<file path="src/hdl/i2cw_pkg.sv">
// ============================================================================
// I2C byte writer package
// Word types and sequencer phase codes shared by the I2C byte writer modules.
// ============================================================================
package i2cw_pkg;

    // Request word: one delay tick or one submitted byte.
    typedef struct packed {
        logic       kind;
        logic [7:0] data_byte;
        logic       first_byte;
        logic       last_byte;
        logic       sda_level;
    } req_t;

    // Response word: line levels and status for one request.
    typedef struct packed {
        logic scl_release;
        logic sda_release;
        logic ready_res;
        logic ack_valid;
        logic nack;
        logic rejected;
    } rsp_t;

    // Request kinds.
    localparam logic KIND_TICK   = 1'b0;
    localparam logic KIND_SUBMIT = 1'b1;

    // Sequencer phases.
    localparam int PHASE_W = 4;
    localparam logic [PHASE_W-1:0] PH_IDLE     = 4'd0;
    localparam logic [PHASE_W-1:0] PH_START_A  = 4'd1;
    localparam logic [PHASE_W-1:0] PH_START_B  = 4'd2;
    localparam logic [PHASE_W-1:0] PH_BIT_LOW  = 4'd3;
    localparam logic [PHASE_W-1:0] PH_BIT_HIGH = 4'd4;
    localparam logic [PHASE_W-1:0] PH_ACK_LOW  = 4'd5;
    localparam logic [PHASE_W-1:0] PH_ACK_SMP  = 4'd6;
    localparam logic [PHASE_W-1:0] PH_ACK_HOLD = 4'd7;
    localparam logic [PHASE_W-1:0] PH_STOP_A   = 4'd8;
    localparam logic [PHASE_W-1:0] PH_STOP_B   = 4'd9;
    localparam logic [PHASE_W-1:0] PH_STOP_C   = 4'd10;

    // Index of the last data bit of a byte.
    localparam logic [2:0] LAST_BIT = 3'd7;

endpackage

</file>
<file path="src/hdl/i2cw_seq.sv">
// ============================================================================
// I2C byte writer sequencer
// Bus phase state and the step taken for each accepted word.
// ============================================================================
module i2cw_seq (
    input  logic          clk,
    input  logic          rst_n,
    input  logic          step,
    input  i2cw_pkg::req_t item,
    output i2cw_pkg::rsp_t result
);

    logic [i2cw_pkg::PHASE_W-1:0] phase_reg, phase_next;
    logic [2:0] bit_count_reg, bit_count_next;
    logic [7:0] shift_reg, shift_next;
    logic       stop_pending_reg, stop_pending_next;
    logic       scl_line_reg, scl_line_next;
    logic       sda_line_reg, sda_line_next;
    logic       in_trans_reg, in_trans_next;

    always_comb
    begin
        logic [i2cw_pkg::PHASE_W-1:0] cur;
        logic scl_o;
        logic sda_o;
        logic ackv;
        logic nk;
        logic rej;

        cur = (phase_reg > i2cw_pkg::PH_STOP_C) ? i2cw_pkg::PH_IDLE : phase_reg;
        phase_next        = cur;
        bit_count_next    = bit_count_reg;
        shift_next        = shift_reg;
        stop_pending_next = stop_pending_reg;
        scl_line_next     = scl_line_reg;
        sda_line_next     = sda_line_reg;
        in_trans_next     = in_trans_reg;
        ackv = 1'b0;
        nk   = 1'b0;
        rej  = 1'b0;

        if (item.kind == i2cw_pkg::KIND_SUBMIT)
        begin
            if (cur != i2cw_pkg::PH_IDLE)
            begin
                rej = 1'b1;
            end
            else
            begin
                shift_next        = item.data_byte;
                bit_count_next    = 3'd0;
                stop_pending_next = item.last_byte;
                if (item.first_byte || !in_trans_reg)
                begin
                    phase_next = i2cw_pkg::PH_START_A;
                end
                else
                begin
                    phase_next = i2cw_pkg::PH_BIT_LOW;
                end
            end
            scl_o = scl_line_reg;
            sda_o = sda_line_reg;
        end
        else
        begin
            case (cur)
                i2cw_pkg::PH_START_A:
                begin
                    scl_line_next = 1'b1;
                    sda_line_next = 1'b1;
                    phase_next    = i2cw_pkg::PH_START_B;
                end
                i2cw_pkg::PH_START_B:
                begin
                    scl_line_next = 1'b1;
                    sda_line_next = 1'b0;
                    in_trans_next = 1'b1;
                    phase_next    = i2cw_pkg::PH_BIT_LOW;
                end
                i2cw_pkg::PH_BIT_LOW:
                begin
                    scl_line_next = 1'b0;
                    sda_line_next = shift_reg[7];
                    phase_next    = i2cw_pkg::PH_BIT_HIGH;
                end
                i2cw_pkg::PH_BIT_HIGH:
                begin
                    scl_line_next = 1'b1;
                    if (bit_count_reg == i2cw_pkg::LAST_BIT)
                    begin
                        phase_next = i2cw_pkg::PH_ACK_LOW;
                    end
                    else
                    begin
                        bit_count_next = bit_count_reg + 3'd1;
                        shift_next     = {shift_reg[6:0], 1'b0};
                        phase_next     = i2cw_pkg::PH_BIT_LOW;
                    end
                end
                i2cw_pkg::PH_ACK_LOW:
                begin
                    scl_line_next = 1'b0;
                    sda_line_next = 1'b1;
                    phase_next    = i2cw_pkg::PH_ACK_SMP;
                end
                i2cw_pkg::PH_ACK_SMP:
                begin
                    scl_line_next = 1'b1;
                    sda_line_next = 1'b1;
                    ackv          = 1'b1;
                    nk            = item.sda_level;
                    phase_next    = i2cw_pkg::PH_ACK_HOLD;
                end
                i2cw_pkg::PH_ACK_HOLD:
                begin
                    scl_line_next = 1'b1;
                    sda_line_next = 1'b1;
                    phase_next    = stop_pending_reg ? i2cw_pkg::PH_STOP_A
                                                     : i2cw_pkg::PH_IDLE;
                end
                i2cw_pkg::PH_STOP_A:
                begin
                    scl_line_next = 1'b0;
                    sda_line_next = 1'b0;
                    phase_next    = i2cw_pkg::PH_STOP_B;
                end
                i2cw_pkg::PH_STOP_B:
                begin
                    scl_line_next = 1'b1;
                    sda_line_next = 1'b0;
                    phase_next    = i2cw_pkg::PH_STOP_C;
                end
                i2cw_pkg::PH_STOP_C:
                begin
                    scl_line_next     = 1'b1;
                    sda_line_next     = 1'b1;
                    stop_pending_next = 1'b0;
                    in_trans_next     = 1'b0;
                    phase_next        = i2cw_pkg::PH_IDLE;
                end
                default:
                begin
                end
            endcase
            scl_o = scl_line_next;
            sda_o = sda_line_next;
            // The reported levels are the ones above; the held SCL is then
            // pulled low when idling inside an open transaction, or ahead of
            // the stop so that SDA can fall while SCL is low.
            if (phase_next == i2cw_pkg::PH_IDLE && scl_o && sda_o && in_trans_next)
            begin
                scl_line_next = 1'b0;
            end
            else if (phase_next == i2cw_pkg::PH_STOP_A)
            begin
                scl_line_next = 1'b0;
            end
        end

        result.scl_release = scl_o;
        result.sda_release = sda_o;
        result.ready_res   = (phase_next == i2cw_pkg::PH_IDLE);
        result.ack_valid   = ackv;
        result.nack        = nk;
        result.rejected    = rej;
    end

    always_ff @(posedge clk or negedge rst_n)
    begin
        if (!rst_n)
        begin
            phase_reg        <= i2cw_pkg::PH_IDLE;
            bit_count_reg    <= 3'd0;
            shift_reg        <= 8'd0;
            stop_pending_reg <= 1'b0;
            scl_line_reg     <= 1'b1;
            sda_line_reg     <= 1'b1;
            in_trans_reg     <= 1'b0;
        end
        else if (step)
        begin
            phase_reg        <= phase_next;
            bit_count_reg    <= bit_count_next;
            shift_reg        <= shift_next;
            stop_pending_reg <= stop_pending_next;
            scl_line_reg     <= scl_line_next;
            sda_line_reg     <= sda_line_next;
            in_trans_reg     <= in_trans_next;
        end
    end

endmodule

</file>
<file path="src/hdl/i2c_master_byte_writer_top.sv">
// ============================================================================
// I2C master byte writer
// Open-drain I2C write sequencer driven by delay ticks and byte submissions.
// ============================================================================
// Throughput: one request word per cycle while req_stall is low; the sequencer
// steps once per word, and each response is registered in the output buffer.
// This two-entry output buffer keeps requests flowing while a response waits.
// Reset: asynchronous, active low; the sequencer returns to idle with both bus
// lines released and no transaction open, and the output buffer empties.
module i2c_master_byte_writer_top (
    input  logic           clk,
    input  logic           rst_n,
    input  logic           req_valid,
    output logic           req_stall,
    input  i2cw_pkg::req_t req_word,
    output logic           rsp_valid,
    input  logic           rsp_stall,
    output i2cw_pkg::rsp_t rsp_word
);

    // Each request word advances the sequencer by exactly one step, so the
    // step is taken in the same cycle the word is accepted.  Its response is
    // registered in the main output register, or in the skid register when
    // the main one is still held by a stalled consumer.
    logic           req_fire;
    logic           rsp_fire;
    i2cw_pkg::rsp_t step_rsp;

    logic           out_valid_reg;
    i2cw_pkg::rsp_t out_word_reg;
    logic           skid_valid_reg;
    i2cw_pkg::rsp_t skid_word_reg;

    // Stall only when the skid register is occupied; this depends on
    // registered state alone, so there is no combinational stall path.
    assign req_stall = skid_valid_reg;
    assign req_fire  = req_valid && !skid_valid_reg;
    assign rsp_fire  = out_valid_reg && !rsp_stall;

    i2cw_seq u_seq (
        .clk    (clk),
        .rst_n  (rst_n),
        .step   (req_fire),
        .item   (req_word),
        .result (step_rsp)
    );

    always_ff @(posedge clk or negedge rst_n)
    begin
        if (!rst_n)
        begin
            out_valid_reg  <= 1'b0;
            skid_valid_reg <= 1'b0;
        end
        else if (skid_valid_reg)
        begin
            // No request is taken while the skid register is full.
            if (rsp_fire)
            begin
                out_valid_reg  <= 1'b1;
                skid_valid_reg <= 1'b0;
            end
        end
        else if (req_fire)
        begin
            if (!out_valid_reg || rsp_fire)
            begin
                out_valid_reg <= 1'b1;
            end
            else
            begin
                skid_valid_reg <= 1'b1;
            end
        end
        else if (rsp_fire)
        begin
            out_valid_reg <= 1'b0;
        end
    end

    always_ff @(posedge clk)
    begin
        if (skid_valid_reg)
        begin
            if (rsp_fire)
            begin
                out_word_reg <= skid_word_reg;
            end
        end
        else if (req_fire)
        begin
            if (!out_valid_reg || rsp_fire)
            begin
                out_word_reg <= step_rsp;
            end
            else
            begin
                skid_word_reg <= step_rsp;
            end
        end
    end

    assign rsp_valid = out_valid_reg;
    assign rsp_word  = out_word_reg;

endmodule

</file>
<file path="config.mk">
export PLATFORM = sky130hd
export DESIGN_NAME = i2c_master_byte_writer_top
export DESIGN_NICKNAME = d
export VERILOG_FILES = /design/src/hdl/i2cw_pkg.sv /design/src/hdl/i2cw_seq.sv /design/src/hdl/i2c_master_byte_writer_top.sv
export SDC_FILE = /design/constraint.sdc
export NUM_CORES = 1
export LEC_CHECK = 0
export BUFFER_PORTS_ARGS = -buffer_cell sky130_fd_sc_hd__buf_2
export CAP_MARGIN = 40
export CORE_UTILIZATION = 50
export CTS_CLUSTER_DIAMETER = 100
export CTS_CLUSTER_SIZE = 8
export DETAILED_ROUTE_END_ITERATION = 10
export PLACE_DENSITY = 0.69
export SLEW_MARGIN = 10
export SYNTH_ARGS = -nofsm -noshare
export SYNTH_HDL_FRONTEND = slang
export SYNTH_HIERARCHICAL = 1
export SYNTH_SLANG_ARGS = --single-unit
</file>
<file path="constraint.sdc">
create_clock -name clk -period 3.05 [get_ports clk]
set_input_delay 0.4575 -clock clk [delete_from_list [all_inputs] [get_ports clk]]
set_output_delay 0.4575 -clock clk [all_outputs]
set_load 0.005 [all_outputs]
</file>
### Word level (Yosys, flattened, before mapping)

Index checks and enable logic that the tools add are counted.

| cells by class | value |
|---|---|
| equal/unequal tests | 16 |
| add/sub/neg operators | 1 |
| magnitude comparators | 1 |
| bitwise logic cells | 3 |
| muxes and demuxes | 48 |
| reductions and logical operators | 29 |

Operators with widths:

| kind | count |
|---|---|
| $pmux 4 s10 | 1 |
| $mux 8 | 4 |
| $mux 1 | 25 |
| $mux 6 | 4 |
| $mux 4 | 5 |
| $eq 4x3->1 const B | 4 |
| $eq 4x4->1 const B | 4 |
| $mux 3 | 5 |
| $reduce_and 3->1 | 4 |
| $reduce_bool 2->1 | 5 |
| $eq 4x2->1 const B | 2 |
| $logic_not 4->1 | 2 |
| $reduce_or 7->1 | 1 |
| $ne 2x2->1 const B | 3 |
| $reduce_or 3->1 | 2 |
| $logic_and 1x1->1 | 5 |
| $reduce_or 5->1 | 1 |
| $eq 4x1->1 const B | 1 |
| $gt 4x4->1 const B | 1 |
| $logic_not 1->1 | 4 |
| $pmux 1 s2 | 2 |
| $reduce_and 4->1 | 1 |
| $reduce_bool 4->1 | 1 |
| $add 3x1->3 const B | 1 |
| 7 further kinds | 10 |

| storage, ports and cells | value |
|---|---|
| logic and storage cells | 119 |
| register bits | 33 |
| output and inout port bits | 8 |

### Depth between registers and ports, before layout

| logic depth | value |
|---|---|
| depth after elaboration | 10 |
| gate-level depth with buffers | 9 |

### Modules after synthesis

Netlist, hierarchy kept.

By module, submodules not included:

| module | cells each | times used | area each (µm²) |
|---|---|---|---|
| i2cw_seq | 142 | 1 | 1290.0 |
| i2c_master_byte_writer_top | 32 | 1 | 574.3 |

### Worst setup path after synthesis

No wires, ideal clock.

| timing path | value |
|---|---|
| path type | flip-flop to flip-flop |
| from | reg u_seq.bit_count_reg[0] |
| to | reg u_seq.shift_reg[1] |
| cell stages (with the launch flop) | 8 |
| path slack | 1025 ps |
| arrival | 1898 ps |
| period minus slack after synthesis | 2025 ps |
| data required time | 2923 ps |
| cells stage by stage | dfrtp_1 ha_1 ha_1 or4_4 nor2_4 a31o_2 buf_6 mux2_1 |

| on the way | value |
|---|---|
| longest elaborated chain between the ends | 3 |

Ends and longest elaborated chain:

| item | line | text |
|---|---|---|
| start: declaration | i2cw_seq.sv:14 | `logic [2:0] bit_count_reg, bit_count_next;` |
| start signal: assignment | i2cw_seq.sv:184 | `bit_count_reg <= bit_count_next;` |
| $eq 3x3->1 | i2cw_seq.sv:90 | `if (bit_count_reg == i2cw_pkg::LAST_BIT)` |
| $ne 2x2->1 (no source line) | n/a |  |
| $reduce_and 4->1 (no source line) | n/a |  |
| end signal: assignment | i2cw_seq.sv:185 | `shift_reg <= shift_next;` |
| end: declaration | i2cw_seq.sv:15 | `logic [7:0] shift_reg, shift_next;` |

Every way passes these cells.
A chain may end at the register's enable or synchronous reset.

==> results.cfg <==
[sta]
worst_slack_ns = 0.6458
skew_ns = 0.01108
min_period_over_period_pct = 78.83
hold_viol = 0
setup_violations = 0
setup_tns_ns = 0
slew_headroom_pct = 54.48
worst_slew_pin_slew_ns = 0.6829
fin_crit_ns = 2.404
slew_viol_final = 0
rsz0062_at_grt = false
hold_ws_ns = 0.1138
max_freq_mhz = 415.9

[power]
finalPower_mw = 2.020
vdd_drop_max_uv = 439.3
p_leak_nw = 0.8608
p_per_area_nw_per_um2 = 990.6

[clocking]
cts_tree = built
clockRootBuffer = clkbuf_8
post_cts_resized = 0
cts_max_level = 2
cts_setup_buffers = 0
cts_buffers = 5
worstSkewPairLatency_ns = 0.29
cts_hold_buf = 0
clock_sinks = 33
clk_pin_slew_ns = 0.07
clk_path_buf_depth = 2

[synthesis]
synth_area_per_cell_um2 = 10.71
syn_nets = 192
yosys_warnings = 6
yosysMostFrequentCell = dfrtp_1
ys_async_sr_fraction_pct = 63.64
yosys-top-cells-count = dfrtp_1 (19), o21ai_0 (14), a21oi_1 (13), nand2_1 (13), edfxtp_1 (12)
synth.distinct_cells = 49
synth_area_leaders = dfrtp_1 (26%), edfxtp_1 (19%), mux2_2 (4.8%)
synth_top_area_cell = dfrtp_1
yosysSeqAreaShare_pct = 47.65
synth_ff_type = dfrtp_1
syn_inst = 174
syn_area_um2 = 1864
synth_seq_cells = 33
synth_edf_count = 12
synth_top_area_share_pct = 25.50

[setup_path]
r2r_start = u_seq/phase_reg[3]$_DFFE_PN0P_
crit_type = register to register
required_ns = 3.09
crit_arrival_ns = 2.44
end_kind = register
crit_path_start_kind = register
critPathLaunch = u_seq/phase_reg[3]$_DFFE_PN0P_
crit_fanout = 21

[floorplan]
fp-row-count = 21
ios = 24
coreArea_um2 = 3442
die_x_um = 63.06
die_y_um = 63.06
dieArea_um2 = 3977
initial_core_util_pct = 54.16

[detailed_routing]
wl_mm = 3.710
via_count = 1405
drt_pre_antenna_iters = 4
initialDrtViolationCount = 87
antenna_left = 0
vias_per_cell = 5.953
routedWlPerCell_um = 15.72
drt_drc_violations_left = 0

[cells_and_area]
final_area_um2 = 2039
antenna_cells = 0
final_util_pct = 59.25
layout.nets = 207
final_layout_size_suffix_gt1_share_pct = 28.95
num-fill-cells = 292
areaGrowthSynthToFinish_pct = 9.396
largest_reg_flops = 8
final_cells = 236

[run_status]
status = finished clean

[placed_design]
place_area_um2 = 1954
pre_cts_slack_ns = 0.6713
dp.cells = 228
dpl.hpwl_mm = 2.592
portBuffers = 23
gp_congestion = 0.8307

[global_route]
grt_first_pass_wirelength_mm = 6.423
overflow = 0
track_usage_pct = 21.30
grt_max_degree = 28
antenna_found_initial = 0
grt_pass1_vias = 1320

[job]
cap_violations = 0

[min_path]
hold_path.class = primary input to asynchronous set/reset pin
[kinds of logic (layout without fill, tap and decap cells)]
| kind of cell | after synthesis | count (layout) | synth area share [%] |
|---|---|---|---|
| simple gates | 42 | 42 | 12.28 |
| mux | 21 | 21 | 13.89 |
| buf+inv | 21 | 37 | 5.637 |
| flops | 33 | 33 | 47.65 |
| compound gates | 54 | 54 | 18.73 |
| xor+xnor | 1 | 1 | 0.4699 |
| fa+ha+maj | 2 | 2 | 1.342 |
[path summary, 6_finish.rpt]
| check | endpoint | slack [ns] | cells after the start |
|---|---|---|---|
| worst min-delay path | u_seq/stop_pending_reg$_DFFE_PN0P_ | 0.11 | 1 |
| max in group asynchronous | u_seq/sda_line_reg$_DFFE_PN1P_ | 2.59 | 1 |
| worst max-delay path | rsp_word[3]$_DFFE_PP_ | 0.65 | 6 |
| worst min register to register | u_seq/shift_reg[2]$_DFFE_PN0P_ | 0.49 | 1 |
| min in group clk | u_seq/shift_reg[0]$_DFFE_PN0P_ | 0.42 | 3 |
| worst max register to register | rsp_word[3]$_DFFE_PP_ | 0.65 | 6 |
[per-layer routing]
metal / vias up / wire (um) / track usage [%]
li1: 671 / - / -
met1: 673 / 1612 / 28.34
met2: 53 / 1803 / 33.33
met3: 8 / 224 / 4.891
met4: 0 / 70 / 8.721
met5: - / 0 / 0
[cells in the final DEF (no fill, tap or decap), types with 2 or more instances in the layout]
| master | count |
|---|---|
| buf_2 | 23 |
| dfrtp_1 | 19 |
| o21ai_0 | 14 |
| nand2_1 | 13 |
| a21oi_1 | 13 |
| edfxtp_1 | 12 |
| nor2_1 | 10 |
| mux2_2 | 8 |
| mux2_1 | 7 |
| mux2_4 | 6 |
| inv_1 | 6 |
| clkbuf_8 | 5 |
| a31oi_1 | 4 |
| nor2b_1 | 3 |
| o22ai_1 | 3 |
| o32ai_1 | 3 |
| clkinv_2 | 2 |
| a21boi_0 | 2 |
| a221oi_1 | 2 |
| nand3_1 | 2 |
| a22oi_1 | 2 |
| nand2b_1 | 2 |
| a22o_1 | 2 |
| ha_1 | 2 |
| dfstp_2 | 2 |
[where the power goes]
group / internal, mW / leakage [nW] / switching, mW
logic: 0.396 / 0.438 / 0.384
registers: 0.672 / 0.375 / 0.246
clock network: 0.158 / 0.0482 / 0.165
[final cells by class]
class	count	area [um2]	share of cell area (%)
Clock buffer	5	68.82	3.374
Clock inverter	3	16.27	0.7975
Inverter	6	22.52	1.104
Multi-Input combinational cell	120	870.8	42.70
Sequential cell	33	888.4	43.56
Tap cell	46	57.56	2.822
Timing Repair Buffer	23	115.1	5.644
[critical path, cell delays in order (launching register included)]
cell	delay, ns
dfrtp_1	0.60
or4_1	0.65
o21ai_2	0.16
nand3b_1	0.12
a22oi_1	0.23
nor4bb_1	0.12
mux2_4	0.28
Note: power is estimated with default switching activity, not from simulation.
